`src/hdl/lbdl_pkg.sv`:
```
`timescale 1ns / 1ps
`default_nettype none
// ----------------------------------------------------------------------------
// lbdl_pkg
// Shared types, codes and helpers for the call button and RGB light block.
// ----------------------------------------------------------------------------
package lbdl_pkg;

    localparam int TIMER_WIDTH     = 16;
    localparam int ALARM_DEPTH_MAX = 255;
    localparam int DEPTH_WIDTH     = $clog2(ALARM_DEPTH_MAX + 1);
    localparam int CFG_WIDTH       = 16;
    localparam int DATA_WIDTH      = 32;
    localparam int ADDR_WIDTH      = 5;
    localparam int INDEX_WIDTH     = ADDR_WIDTH - 2;
    localparam int LED_COUNT       = 3;

    localparam logic [TIMER_WIDTH-1:0] TIMER_MAX = '1;

    typedef logic [TIMER_WIDTH-1:0] timer_t;
    typedef logic [DEPTH_WIDTH-1:0] depth_t;
    typedef logic [CFG_WIDTH-1:0]   cfg_word_t;
    typedef logic [LED_COUNT-1:0]   led_t;

    typedef enum logic [1:0] {
        KIND_TICK      = 2'd0,
        KIND_SET_COLOR = 2'd1,
        KIND_LIFT      = 2'd2,
        KIND_ALARM     = 2'd3
    } kind_t;

    typedef enum logic [1:0] {
        COLOR_RED   = 2'd0,
        COLOR_GREEN = 2'd1,
        COLOR_BLUE  = 2'd2,
        COLOR_NONE  = 2'd3
    } color_t;

    typedef enum logic [2:0] {
        LIFT_UP_MOVING   = 3'd0,
        LIFT_DOWN_MOVING = 3'd1,
        LIFT_UP          = 3'd2,
        LIFT_DOWN        = 3'd3,
        LIFT_STANDSTILL  = 3'd4
    } lift_t;

    typedef enum logic [INDEX_WIDTH-1:0] {
        REG_DEBOUNCE     = 3'd0,
        REG_REPEAT_GAP   = 3'd1,
        REG_BLINK_HALF   = 3'd2,
        REG_ALARM_PERIOD = 3'd3,
        REG_UPPER_FLOOR  = 3'd4
    } reg_index_t;

    localparam cfg_word_t RESET_DEBOUNCE     = 16'd50;
    localparam cfg_word_t RESET_REPEAT_GAP   = 16'd10000;
    localparam cfg_word_t RESET_BLINK_HALF   = 16'd700;
    localparam cfg_word_t RESET_ALARM_PERIOD = 16'd300;

    typedef struct packed {
        cfg_word_t debounce;
        cfg_word_t repeat_gap;
        cfg_word_t blink_half;
        cfg_word_t alarm_period;
        logic      upper_floor;
    } cfg_t;

    typedef struct packed {
        logic [1:0] kind;
        logic       button_raw;
        logic       sim_press;
        logic [1:0] color;
        logic       flashing;
        logic [2:0] lift_state;
        logic       alarm_on;
    } item_t;

    typedef struct packed {
        logic pressed;
        logic report;
        led_t led;
    } result_t;

    function automatic timer_t cap_limit(input cfg_word_t value);
        logic [63:0] wide;
        wide = 64'(value);
        if (wide > 64'(TIMER_MAX))
            return TIMER_MAX;
        return TIMER_WIDTH'(wide);
    endfunction

    function automatic timer_t count_up(input timer_t value);
        if (value == TIMER_MAX)
            return value;
        return value + 1'b1;
    endfunction

    function automatic led_t color_mask(input logic [1:0] color);
        if (color == COLOR_NONE)
            return '0;
        return led_t'(1) << color;
    endfunction

endpackage
`default_nettype wire

```
`src/hdl/lbdl_cfg_regs.sv`:
```
`timescale 1ns / 1ps
`default_nettype none
// ----------------------------------------------------------------------------
// lbdl_cfg_regs
// APB register file holding the timer limits and the floor select.
// ----------------------------------------------------------------------------
module lbdl_cfg_regs
(
    input  wire logic                                clk,
    input  wire logic                                rst_n,
    input  wire logic                                psel,
    input  wire logic                                penable,
    input  wire logic                                pwrite,
    input  wire logic [lbdl_pkg::ADDR_WIDTH-1:0]     paddr,
    input  wire logic [lbdl_pkg::DATA_WIDTH-1:0]     pwdata,
    output logic      [lbdl_pkg::DATA_WIDTH-1:0]     prdata,
    output logic                                     pready,
    output lbdl_pkg::cfg_t                           cfg
);

    lbdl_pkg::cfg_t                        cfg_reg;
    lbdl_pkg::cfg_t                        cfg_next;
    logic [lbdl_pkg::INDEX_WIDTH-1:0]      index;
    logic                                  write_fire;

    assign pready     = 1'b1;
    assign index      = paddr[lbdl_pkg::ADDR_WIDTH-1:2];
    assign write_fire = psel && penable && pwrite;
    assign cfg        = cfg_reg;

    always_comb
    begin
        cfg_next = cfg_reg;
        if (write_fire)
        begin
            unique case (index)
                lbdl_pkg::REG_DEBOUNCE:
                    cfg_next.debounce = pwdata[lbdl_pkg::CFG_WIDTH-1:0];
                lbdl_pkg::REG_REPEAT_GAP:
                    cfg_next.repeat_gap = pwdata[lbdl_pkg::CFG_WIDTH-1:0];
                lbdl_pkg::REG_BLINK_HALF:
                    cfg_next.blink_half = pwdata[lbdl_pkg::CFG_WIDTH-1:0];
                lbdl_pkg::REG_ALARM_PERIOD:
                    cfg_next.alarm_period = pwdata[lbdl_pkg::CFG_WIDTH-1:0];
                lbdl_pkg::REG_UPPER_FLOOR:
                    cfg_next.upper_floor = pwdata[0];
                default:
                    cfg_next = cfg_reg;
            endcase
        end
    end

    always_comb
    begin
        unique case (index)
            lbdl_pkg::REG_DEBOUNCE:
                prdata = lbdl_pkg::DATA_WIDTH'(cfg_reg.debounce);
            lbdl_pkg::REG_REPEAT_GAP:
                prdata = lbdl_pkg::DATA_WIDTH'(cfg_reg.repeat_gap);
            lbdl_pkg::REG_BLINK_HALF:
                prdata = lbdl_pkg::DATA_WIDTH'(cfg_reg.blink_half);
            lbdl_pkg::REG_ALARM_PERIOD:
                prdata = lbdl_pkg::DATA_WIDTH'(cfg_reg.alarm_period);
            lbdl_pkg::REG_UPPER_FLOOR:
                prdata = lbdl_pkg::DATA_WIDTH'(cfg_reg.upper_floor);
            default:
                prdata = '0;
        endcase
    end

    always_ff @(posedge clk or negedge rst_n)
    begin
        if (!rst_n)
        begin
            cfg_reg.debounce     <= lbdl_pkg::RESET_DEBOUNCE;
            cfg_reg.repeat_gap   <= lbdl_pkg::RESET_REPEAT_GAP;
            cfg_reg.blink_half   <= lbdl_pkg::RESET_BLINK_HALF;
            cfg_reg.alarm_period <= lbdl_pkg::RESET_ALARM_PERIOD;
            cfg_reg.upper_floor  <= 1'b0;
        end
        else
        begin
            cfg_reg <= cfg_next;
        end
    end

endmodule
`default_nettype wire

```
`src/hdl/lbdl_core.sv`:
```
`timescale 1ns / 1ps
`default_nettype none
// ----------------------------------------------------------------------------
// lbdl_core
// Debounce, report and blink timers, alarm nesting and LED state update.
// ----------------------------------------------------------------------------
module lbdl_core
(
    input  wire logic             clk,
    input  wire logic             rst_n,
    input  wire logic             fire,
    input  lbdl_pkg::item_t       item,
    input  lbdl_pkg::cfg_t        cfg,
    output lbdl_pkg::result_t     result
);

    logic                 follow_reg,   follow_next;
    logic                 stable_reg,   stable_next;
    lbdl_pkg::timer_t     quiet_reg,    quiet_next;
    lbdl_pkg::timer_t     rcount_reg,   rcount_next;
    lbdl_pkg::timer_t     bcount_reg,   bcount_next;
    logic                 fast_reg,     fast_next;
    lbdl_pkg::depth_t     depth_reg,    depth_next;
    logic [1:0]           scolor_reg,   scolor_next;
    logic                 sflash_reg,   sflash_next;
    lbdl_pkg::led_t       lit_reg,      lit_next;
    lbdl_pkg::led_t       blinking_reg, blinking_next;

    logic                 level;
    logic                 report_flag;
    lbdl_pkg::timer_t     period;
    logic                 do_alarm;
    logic                 alarm_up;
    logic                 do_request;
    logic [1:0]           req_color;
    logic                 req_flash;
    logic                 lift_is_up;
    logic                 lift_alarm;

    assign level      = !item.button_raw || item.sim_press;
    assign lift_alarm = item.lift_state > lbdl_pkg::LIFT_STANDSTILL;
    assign lift_is_up = (item.lift_state == lbdl_pkg::LIFT_UP_MOVING)
                     || (item.lift_state == lbdl_pkg::LIFT_UP);
    assign period     = lbdl_pkg::cap_limit(fast_reg ? cfg.alarm_period
                                                     : cfg.blink_half);

    always_comb
    begin
        do_alarm   = (item.kind == lbdl_pkg::KIND_ALARM) || (item.kind == lbdl_pkg::KIND_LIFT);
        alarm_up   = (item.kind == lbdl_pkg::KIND_ALARM) ? item.alarm_on : lift_alarm;
        do_request = (item.kind == lbdl_pkg::KIND_SET_COLOR)
                  || ((item.kind == lbdl_pkg::KIND_LIFT) && !lift_alarm);
        if (item.kind == lbdl_pkg::KIND_SET_COLOR)
        begin
            req_color = item.color;
            req_flash = item.flashing;
        end
        else
        begin
            req_color = (lift_is_up == cfg.upper_floor) ? lbdl_pkg::COLOR_GREEN
                                                        : lbdl_pkg::COLOR_RED;
            req_flash = item.lift_state <= lbdl_pkg::LIFT_DOWN_MOVING;
        end
    end

    always_comb
    begin
        follow_next   = follow_reg;
        stable_next   = stable_reg;
        quiet_next    = quiet_reg;
        rcount_next   = rcount_reg;
        bcount_next   = bcount_reg;
        fast_next     = fast_reg;
        depth_next    = depth_reg;
        scolor_next   = scolor_reg;
        sflash_next   = sflash_reg;
        lit_next      = lit_reg;
        blinking_next = blinking_reg;
        report_flag   = 1'b0;

        if (item.kind == lbdl_pkg::KIND_TICK)
        begin
            if (level != follow_reg)
            begin
                follow_next = level;
                quiet_next  = '0;
            end
            else
            begin
                quiet_next = lbdl_pkg::count_up(quiet_reg);
            end
            if (quiet_next >= lbdl_pkg::cap_limit(cfg.debounce))
                stable_next = follow_next;

            rcount_next = lbdl_pkg::count_up(rcount_reg);
            if (stable_next != stable_reg)
            begin
                report_flag = 1'b1;
                rcount_next = '0;
            end
            else if (rcount_next >= lbdl_pkg::cap_limit(cfg.repeat_gap))
            begin
                report_flag = 1'b1;
                rcount_next = '0;
            end

            bcount_next = lbdl_pkg::count_up(bcount_reg);
            if (bcount_next >= period)
            begin
                lit_next    = lit_reg ^ blinking_reg;
                bcount_next = '0;
            end
        end

        if (do_alarm)
        begin
            if (alarm_up)
            begin
                if (depth_reg == '0)
                begin
                    lit_next      = lbdl_pkg::color_mask(lbdl_pkg::COLOR_RED);
                    blinking_next = lbdl_pkg::color_mask(lbdl_pkg::COLOR_RED);
                    fast_next     = 1'b1;
                    bcount_next   = '0;
                end
                if (depth_reg < lbdl_pkg::DEPTH_WIDTH'(lbdl_pkg::ALARM_DEPTH_MAX))
                    depth_next = depth_reg + 1'b1;
            end
            else
            begin
                if (depth_reg != '0)
                    depth_next = depth_reg - 1'b1;
                if (depth_next == '0)
                begin
                    lit_next      = lbdl_pkg::color_mask(scolor_reg);
                    blinking_next = sflash_reg ? lbdl_pkg::color_mask(scolor_reg) : '0;
                    fast_next     = 1'b0;
                    bcount_next   = '0;
                end
            end
        end

        if (do_request)
        begin
            scolor_next = req_color;
            sflash_next = req_flash;
            if (depth_next == '0)
            begin
                lit_next      = lbdl_pkg::color_mask(req_color);
                blinking_next = req_flash ? lbdl_pkg::color_mask(req_color) : '0;
            end
        end
    end

    assign result.pressed = stable_next;
    assign result.report  = report_flag;
    assign result.led     = lit_next;

    always_ff @(posedge clk or negedge rst_n)
    begin
        if (!rst_n)
        begin
            follow_reg   <= 1'b1;
            stable_reg   <= 1'b1;
            quiet_reg    <= '0;
            rcount_reg   <= '0;
            bcount_reg   <= '0;
            fast_reg     <= 1'b0;
            depth_reg    <= '0;
            scolor_reg   <= lbdl_pkg::COLOR_NONE;
            sflash_reg   <= 1'b0;
            lit_reg      <= '0;
            blinking_reg <= '0;
        end
        else if (fire)
        begin
            follow_reg   <= follow_next;
            stable_reg   <= stable_next;
            quiet_reg    <= quiet_next;
            rcount_reg   <= rcount_next;
            bcount_reg   <= bcount_next;
            fast_reg     <= fast_next;
            depth_reg    <= depth_next;
            scolor_reg   <= scolor_next;
            sflash_reg   <= sflash_next;
            lit_reg      <= lit_next;
            blinking_reg <= blinking_next;
        end
    end

endmodule
`default_nettype wire

```
`src/hdl/lit_button_debounce_and_led.sv`:
```
`timescale 1ns / 1ps
`default_nettype none
// ----------------------------------------------------------------------------
// lit_button_debounce_and_led
// Call button debouncer with report strobe and blinking RGB light.
// Path: input register, core, output register; a result stall holds the word.
// Throughput: one word per cycle, set by the single state update pass, unless
// result_stall holds the output register.
// Reset: valid flags, core and config state reset at once, no clearing pass.
// ----------------------------------------------------------------------------
module lit_button_debounce_and_led
(
    input  wire logic                                clk,
    input  wire logic                                rst_n,
    input  wire logic                                item_valid,
    output logic                                     item_stall,
    input  wire logic [1:0]                          kind,
    input  wire logic                                button_raw,
    input  wire logic                                sim_press,
    input  wire logic [1:0]                          color,
    input  wire logic                                flashing,
    input  wire logic [2:0]                          lift_state,
    input  wire logic                                alarm_on,
    output logic                                     result_valid,
    input  wire logic                                result_stall,
    output logic                                     pressed,
    output logic                                     report,
    output logic                                     led_red,
    output logic                                     led_green,
    output logic                                     led_blue,
    input  wire logic                                psel,
    input  wire logic                                penable,
    input  wire logic                                pwrite,
    input  wire logic [lbdl_pkg::ADDR_WIDTH-1:0]     paddr,
    input  wire logic [lbdl_pkg::DATA_WIDTH-1:0]     pwdata,
    output logic      [lbdl_pkg::DATA_WIDTH-1:0]     prdata,
    output logic                                     pready
);

    lbdl_pkg::cfg_t       cfg;
    lbdl_pkg::item_t      item_reg;
    logic                 item_valid_reg;
    lbdl_pkg::result_t    core_result;
    lbdl_pkg::result_t    result_reg;
    logic                 result_valid_reg;
    logic                 out_load;
    logic                 fire;
    logic                 accept;

    assign out_load   = !result_valid_reg || !result_stall;
    assign fire       = item_valid_reg && out_load;
    assign item_stall = item_valid_reg && !out_load;
    assign accept     = item_valid && !item_stall;

    lbdl_cfg_regs u_cfg_regs
    (
        .clk     (clk),
        .rst_n   (rst_n),
        .psel    (psel),
        .penable (penable),
        .pwrite  (pwrite),
        .paddr   (paddr),
        .pwdata  (pwdata),
        .prdata  (prdata),
        .pready  (pready),
        .cfg     (cfg)
    );

    lbdl_core u_core
    (
        .clk    (clk),
        .rst_n  (rst_n),
        .fire   (fire),
        .item   (item_reg),
        .cfg    (cfg),
        .result (core_result)
    );

    always_ff @(posedge clk or negedge rst_n)
    begin
        if (!rst_n)
        begin
            item_valid_reg   <= 1'b0;
            result_valid_reg <= 1'b0;
        end
        else
        begin
            if (accept)
                item_valid_reg <= 1'b1;
            else if (fire)
                item_valid_reg <= 1'b0;
            if (out_load)
                result_valid_reg <= fire;
        end
    end

    always_ff @(posedge clk)
    begin
        if (accept)
        begin
            item_reg.kind       <= kind;
            item_reg.button_raw <= button_raw;
            item_reg.sim_press  <= sim_press;
            item_reg.color      <= color;
            item_reg.flashing   <= flashing;
            item_reg.lift_state <= lift_state;
            item_reg.alarm_on   <= alarm_on;
        end
        if (fire)
            result_reg <= core_result;
    end

    assign result_valid = result_valid_reg;
    assign pressed      = result_reg.pressed;
    assign report       = result_reg.report;
    assign led_red      = result_reg.led[lbdl_pkg::COLOR_RED];
    assign led_green    = result_reg.led[lbdl_pkg::COLOR_GREEN];
    assign led_blue     = result_reg.led[lbdl_pkg::COLOR_BLUE];

endmodule
`default_nettype wire

```
`config.mk`:
```
export PLATFORM = sky130hd
export DESIGN_NAME = lit_button_debounce_and_led
export DESIGN_NICKNAME = d
export VERILOG_FILES = /design/src/hdl/lbdl_pkg.sv /design/src/hdl/lbdl_cfg_regs.sv /design/src/hdl/lbdl_core.sv /design/src/hdl/lit_button_debounce_and_led.sv
export SDC_FILE = /design/constraint.sdc
export NUM_CORES = 1
export LEC_CHECK = 0
export BUFFER_PORTS_ARGS = -buffer_cell sky130_fd_sc_hd__buf_2
export CORE_MARGIN = 2
export CORE_UTILIZATION = 61
export DETAILED_ROUTE_END_ITERATION = 7
export GPL_ROUTABILITY_DRIVEN = 0
export PLACE_DENSITY = 0.81
export SLEW_MARGIN = 30
export SYNTH_ARGS = -nofsm -noshare
export SYNTH_HDL_FRONTEND = slang
export SYNTH_SLANG_ARGS = --single-unit
```
`constraint.sdc`:
```
create_clock -name clk -period 5.1 [get_ports clk]
set_clock_uncertainty 0.2 [all_clocks]
set_input_delay 1.02 -clock clk [delete_from_list [all_inputs] [get_ports clk]]
set_output_delay 1.02 -clock clk [all_outputs]
set_load 0.05 [all_outputs]
```
; ---- Word-level counts from Yosys, hierarchy flattened
; Cells that the tools add are included.
[classes]
n_addsub = 5
n_lt_le_gt_ge = 6
multipliers = 0
reduce_logical = 34
eq_ne = 17
n_div = 0
mux = 75
bitwise = 1
n_shift = 2
[op_table]
columns = cell, n
row1 = two-way mux 16 bit, 19
row2 = case mux 16 bit (5 select lines), 1
row3 = two-way mux 3 bit, 20
row4 = adder 16 x 1 -> 16 bit (second input constant), 3
row5 = equality test 16 bit (second input constant), 3
row6 = greater-or-equal comparator 16 bit, 3
row7 = two-way mux 8 bit, 6
row8 = two-way mux 1 bit, 28
row9 = zero test 8 bit, 3
row10 = AND reduction 2 bit, 7
row11 = equality test 3 x 2 -> 1 bit (second input constant), 3
row12 = adder 8 x 1 -> 8 bit (second input constant), 1
row13 = equality test 2 bit (second input constant), 4
row14 = less-than comparator 8 bit (second input constant), 1
row15 = nonzero test 8 bit, 1
row16 = subtractor 8 x 1 -> 8 bit (second input constant), 1
row17 = logical AND 1 bit, 6
row18 = zero test 1 bit, 6
row19 = zero test 3 bit, 2
row20 = left shift 1 x 2 -> 3 bit (first input constant), 2
row21 = logical OR 1 bit, 5
row22 = AND reduction 4 bit, 1
row23 = nonzero test 2 bit, 2
row24 = equality test 3 x 1 -> 1 bit (second input constant), 1
row25 = 10 further kinds, 11
[totals]
output_inout_bits = 40
n_memories = 0
ram_bits = 0
latchBits = 0
wordCells = 168
rom_bits = 0
register_bits = 151
in_bits = 55

; ---- Depth between registers and ports, before layout
[logic_depth]
word_depth = 15
depth_mapped = 21
mapped_depth_nobuf = 17

; ---- Cells and area by module
; A second synthesis with hierarchy kept.
[unflattened]
cells_unflattened = 1006
hier_area_um2 = 10161.0
[by_module_without_submodules]
columns = mod, area_per_inst_um2, n_inst, cells_each, seq_area_each_um2
row1 = lbdl_core, 6319.8, 1, 777, 1706.6
row2 = lbdl_cfg_regs, 3268.1, 1, 205, 1649.1
row3 = lit_button_debounce_and_led, 573.0, 1, 24, 530.5

; ---- Worst setup path after synthesis
; OpenSTA, ideal clock, no wires.
[synth_timing]
path_kind = register -> register
start = reg u_core.bcount_reg[4]
end = reg u_core.lit_reg[1]
path_buffers = 1
setup_time_ns = 0.125
arrival_time_ns = 4.001
stages_incl_launch_ff = 18
required_ns = 4.775
period_less_slack_ns = 4.325
path_slack_ns = 0.775
path_cell_list = dfrtp_1 -> clkbuf_1 -> and4_1 -> and4_1 -> nand3_1 -> or3_1 -> and3_1 -> and3_1 -> xor2_1 -> ha_1 -> nand2_1 -> or3_1 -> a2111oi_2 -> o311ai_1 -> xnor2_1 -> a32o_1 -> mux2_4 -> mux2_2
[synth_lines]
columns = element, line_no
row1 = "start, declared", lbdl_core.sv:21  ; lbdl_pkg::timer_t bcount_reg, bcount_next;
row2 = "start signal, assigned", lbdl_core.sv:181  ; bcount_reg <= bcount_next;
row3 = "end signal, assigned", lbdl_core.sv:186  ; lit_reg <= lit_next;
row4 = "end, declared", lbdl_core.sv:26  ; lbdl_pkg::led_t lit_reg, lit_next;

==> flow_summary.ini <==
[status]
status = completed

[synth]
synth_top_area_share_pct = 28.4
yosysWarnings = 0
synthFlopType = dfrtp_1
syn_avg_cell_area_um2 = 9.37
ys_top_cells_by_area = dfrtp_1 (28%), mux2_2 (6.9%), ha_1 (6.8%)
synth_seq_cells = 151
synthDistinctLibCells = 72
yosysSeqAreaShare_pct = 39.1
synthCells = 1062
ys_async_sr_fraction_pct = 89.4
synth_area_um2 = 9950
synth_edf_count = 16
yosys.area.top_type = dfrtp_1

[cts]
cts_tree = done
postCtsSetupBuffers = 0
clock_latency_ns = 0.43
cts_made_buffers = 17
hold_buffers = 0
cts.sinks = 151
cts_buffer_depth = 2
htreeDepth = 4
path_clk_slew_ns = 0.06
clock_tree.root_cell = clkbuf_16

[timing]
relSlewSlack_pct = 35.9
finalCritPeriodShare_pct = 93.2
worstMarginPinSlew_ns = 0.959
min_period_ns = 4.75
rsz0062_at_grt = false
setup_viol = 0
slew_viol_final = 0
setup_tns_ns = 0
hold_viol_final = 0
max_freq_mhz = 210

[critical_path]
cp-end-kind = flop
cp.arrival_ns = 4.87
cp.required_ns = 5.21
r2r-start = u_core.bcount_reg[4]
cp-startpoint = u_core.bcount_reg[4]
cp-start-kind = flop
crit_type = flop to flop
critPathMaxFanout = 8

[grt]
grt_pass1_wl_um = 38600
grt_overflow = 0
antenna_found_initial = 0
grt_max_degree = 109
grt_usage_pct = 27.8
grt_pass1_vias = 7752

[power]
cellLeakagePower_nw = 4.85
vdd_drop_max_mv = 0.306
powerDensity_nw_per_um2 = 412

[floorplan]
start_util_pct = 62.6
coreArea_um2 = 15900
die_w_um = 132
ioPinCount = 95
dieHeight_um = 132
core.rowCount = 46
die-area_um2 = 17300

[routing]
ant_nets = 0
drt_iter0_drc = 701
drt_first_pass_iters = 7
vias = 8216
wl_um = 23800
wl_per_cell_um = 18.0
drc_errors = 0
viasPerCell = 6.21

[placed_design]
place_hpwl_um = 17000
port_buffers = 59
place_inst = 1291

[flow_run]
maxCapViolCount = 0

[final_layout]
nets = 1204
n_antenna_cell = 0
fill_cells = 1185
drive_gt1_share_pct = 19.5
final_common_cell = nand2_1
layout_common_cells = nand2_1 (124), dfrtp_1 (113), nor2_1 (71), o21ai_0 (67), mux2_2 (61)
instances_no_fill = 1324
area_growth_syn_to_layout_pct = 10.4
largest_register_ffs = 65

[worst_hold_path]
min_path_type = input pin to async pin
-- layer usage --
| metal | vias up | GRT usage [%] | routed length (um) |
|---|---|---|---|
| met4 | 0 | 10.4 | 769 |
| met2 | 314 | 44.1 | 11200 |
| met3 | 55 | 6.13 | 1540 |
| li1 | 3881 | - | - |
| met5 | - | 0 | 0 |
| met1 | 3966 | 37.6 | 10400 |
-- synth_stat cells (19+ instances only) --
master    count
a21oi_1      42
a31oi_1      19
and2_1       24
clkbuf_1     43
dfrtp_1     113
dfstp_2      22
ha_1         54
inv_1        50
mux2_2       61
mux2i_1      23
nand2_1     124
nand3_1      45
nor2_1       71
nor3_1       19
o21ai_0      68
xnor2_1      21
-- logic make-up (layout without fill, tap and decap cells) --
logic type,count (synthesis),in the layout,share of synthesized area [%]
and+or+nand+nor,369,369,18.0
AOI/OAI and AO/OA,224,224,14.5
DFF,151,151,39.1
buffers and inverters,127,158,5.63
muxes,101,101,12.9
adders and majority gates,54,54,6.79
xor gates and xnor gates,34,34,2.99
other,2,17,0.0755
-- metrics by stage --
stage	power [W]	hold slack, ns	cell area [um2]	setup WS, ns	util, %
after floorplan	0.00282	0.256	10000	0.775	-
after global placement	0.00314	0.268	10300	0.487	65.0
after detailed placement	0.00321	0.277	10300	0.333	65.0
after CTS	0.00450	0.295	10900	0.249	68.8
after global routing	0.00478	0.276	11000	0.130	69.1
final	0.00453	0.270	11000	0.349	69.1
-- report_power, final --
group	switching, W	internal, W	total [W]
Combinational	0.000857	0.000613	0.00147
Sequential	0.000294	0.00148	0.00177
Clock	0.000521	0.000764	0.00128
-- final cells by class --
cell class / count / area, um2 / area share (%)
Clock buffer: 22 / 507 / 4.61
Clock inverter: 10 / 103 / 0.934
Sequential cell: 151 / 3890 / 35.4
Multi-Input combinational cell: 799 / 5580 / 50.8
Tap cell: 216 / 270 / 2.46
Timing Repair Buffer: 75 / 444 / 4.05
Inverter: 51 / 191 / 1.74
-- worst paths after layout --
kind                       cells past startpoint                    end  slack [ns]
setup reg to reg                              16      u_core.lit_reg[1]        0.35
max in group asynchronous                      3     u_cfg_regs.cfg[37]        3.32
setup / recovery                              16      u_core.lit_reg[1]        0.35
hold reg to reg                                1           result_valid        0.29
hold / removal                                 1  u_core.bcount_reg[11]        0.27
min in group clk                               1           result_valid        0.29
-- critical path, stage by stage (launching register included) --
cell	delay (ns)
dfrtp_1	0.47
and4_1	0.31
and4_1	0.28
nand3_1	0.13
or3_1	0.34
and3_1	0.24
and3_1	0.21
xor2_1	0.15
ha_1	0.30
nand2_1	0.06
or3_1	0.39
a2111oi_4	0.39
o311ai_1	0.21
xnor2_1	0.17
a32o_1	0.27
mux2_4	0.26
mux2_2	0.26
-- repair_timing --
item / 4_1_cts / 5_1_grt
setup endpoints to repair: 0 / 1
hold endpoints to repair: 0 / 0
gates resized for setup: 0 / 2
Power figures use the tool's default switching activity.
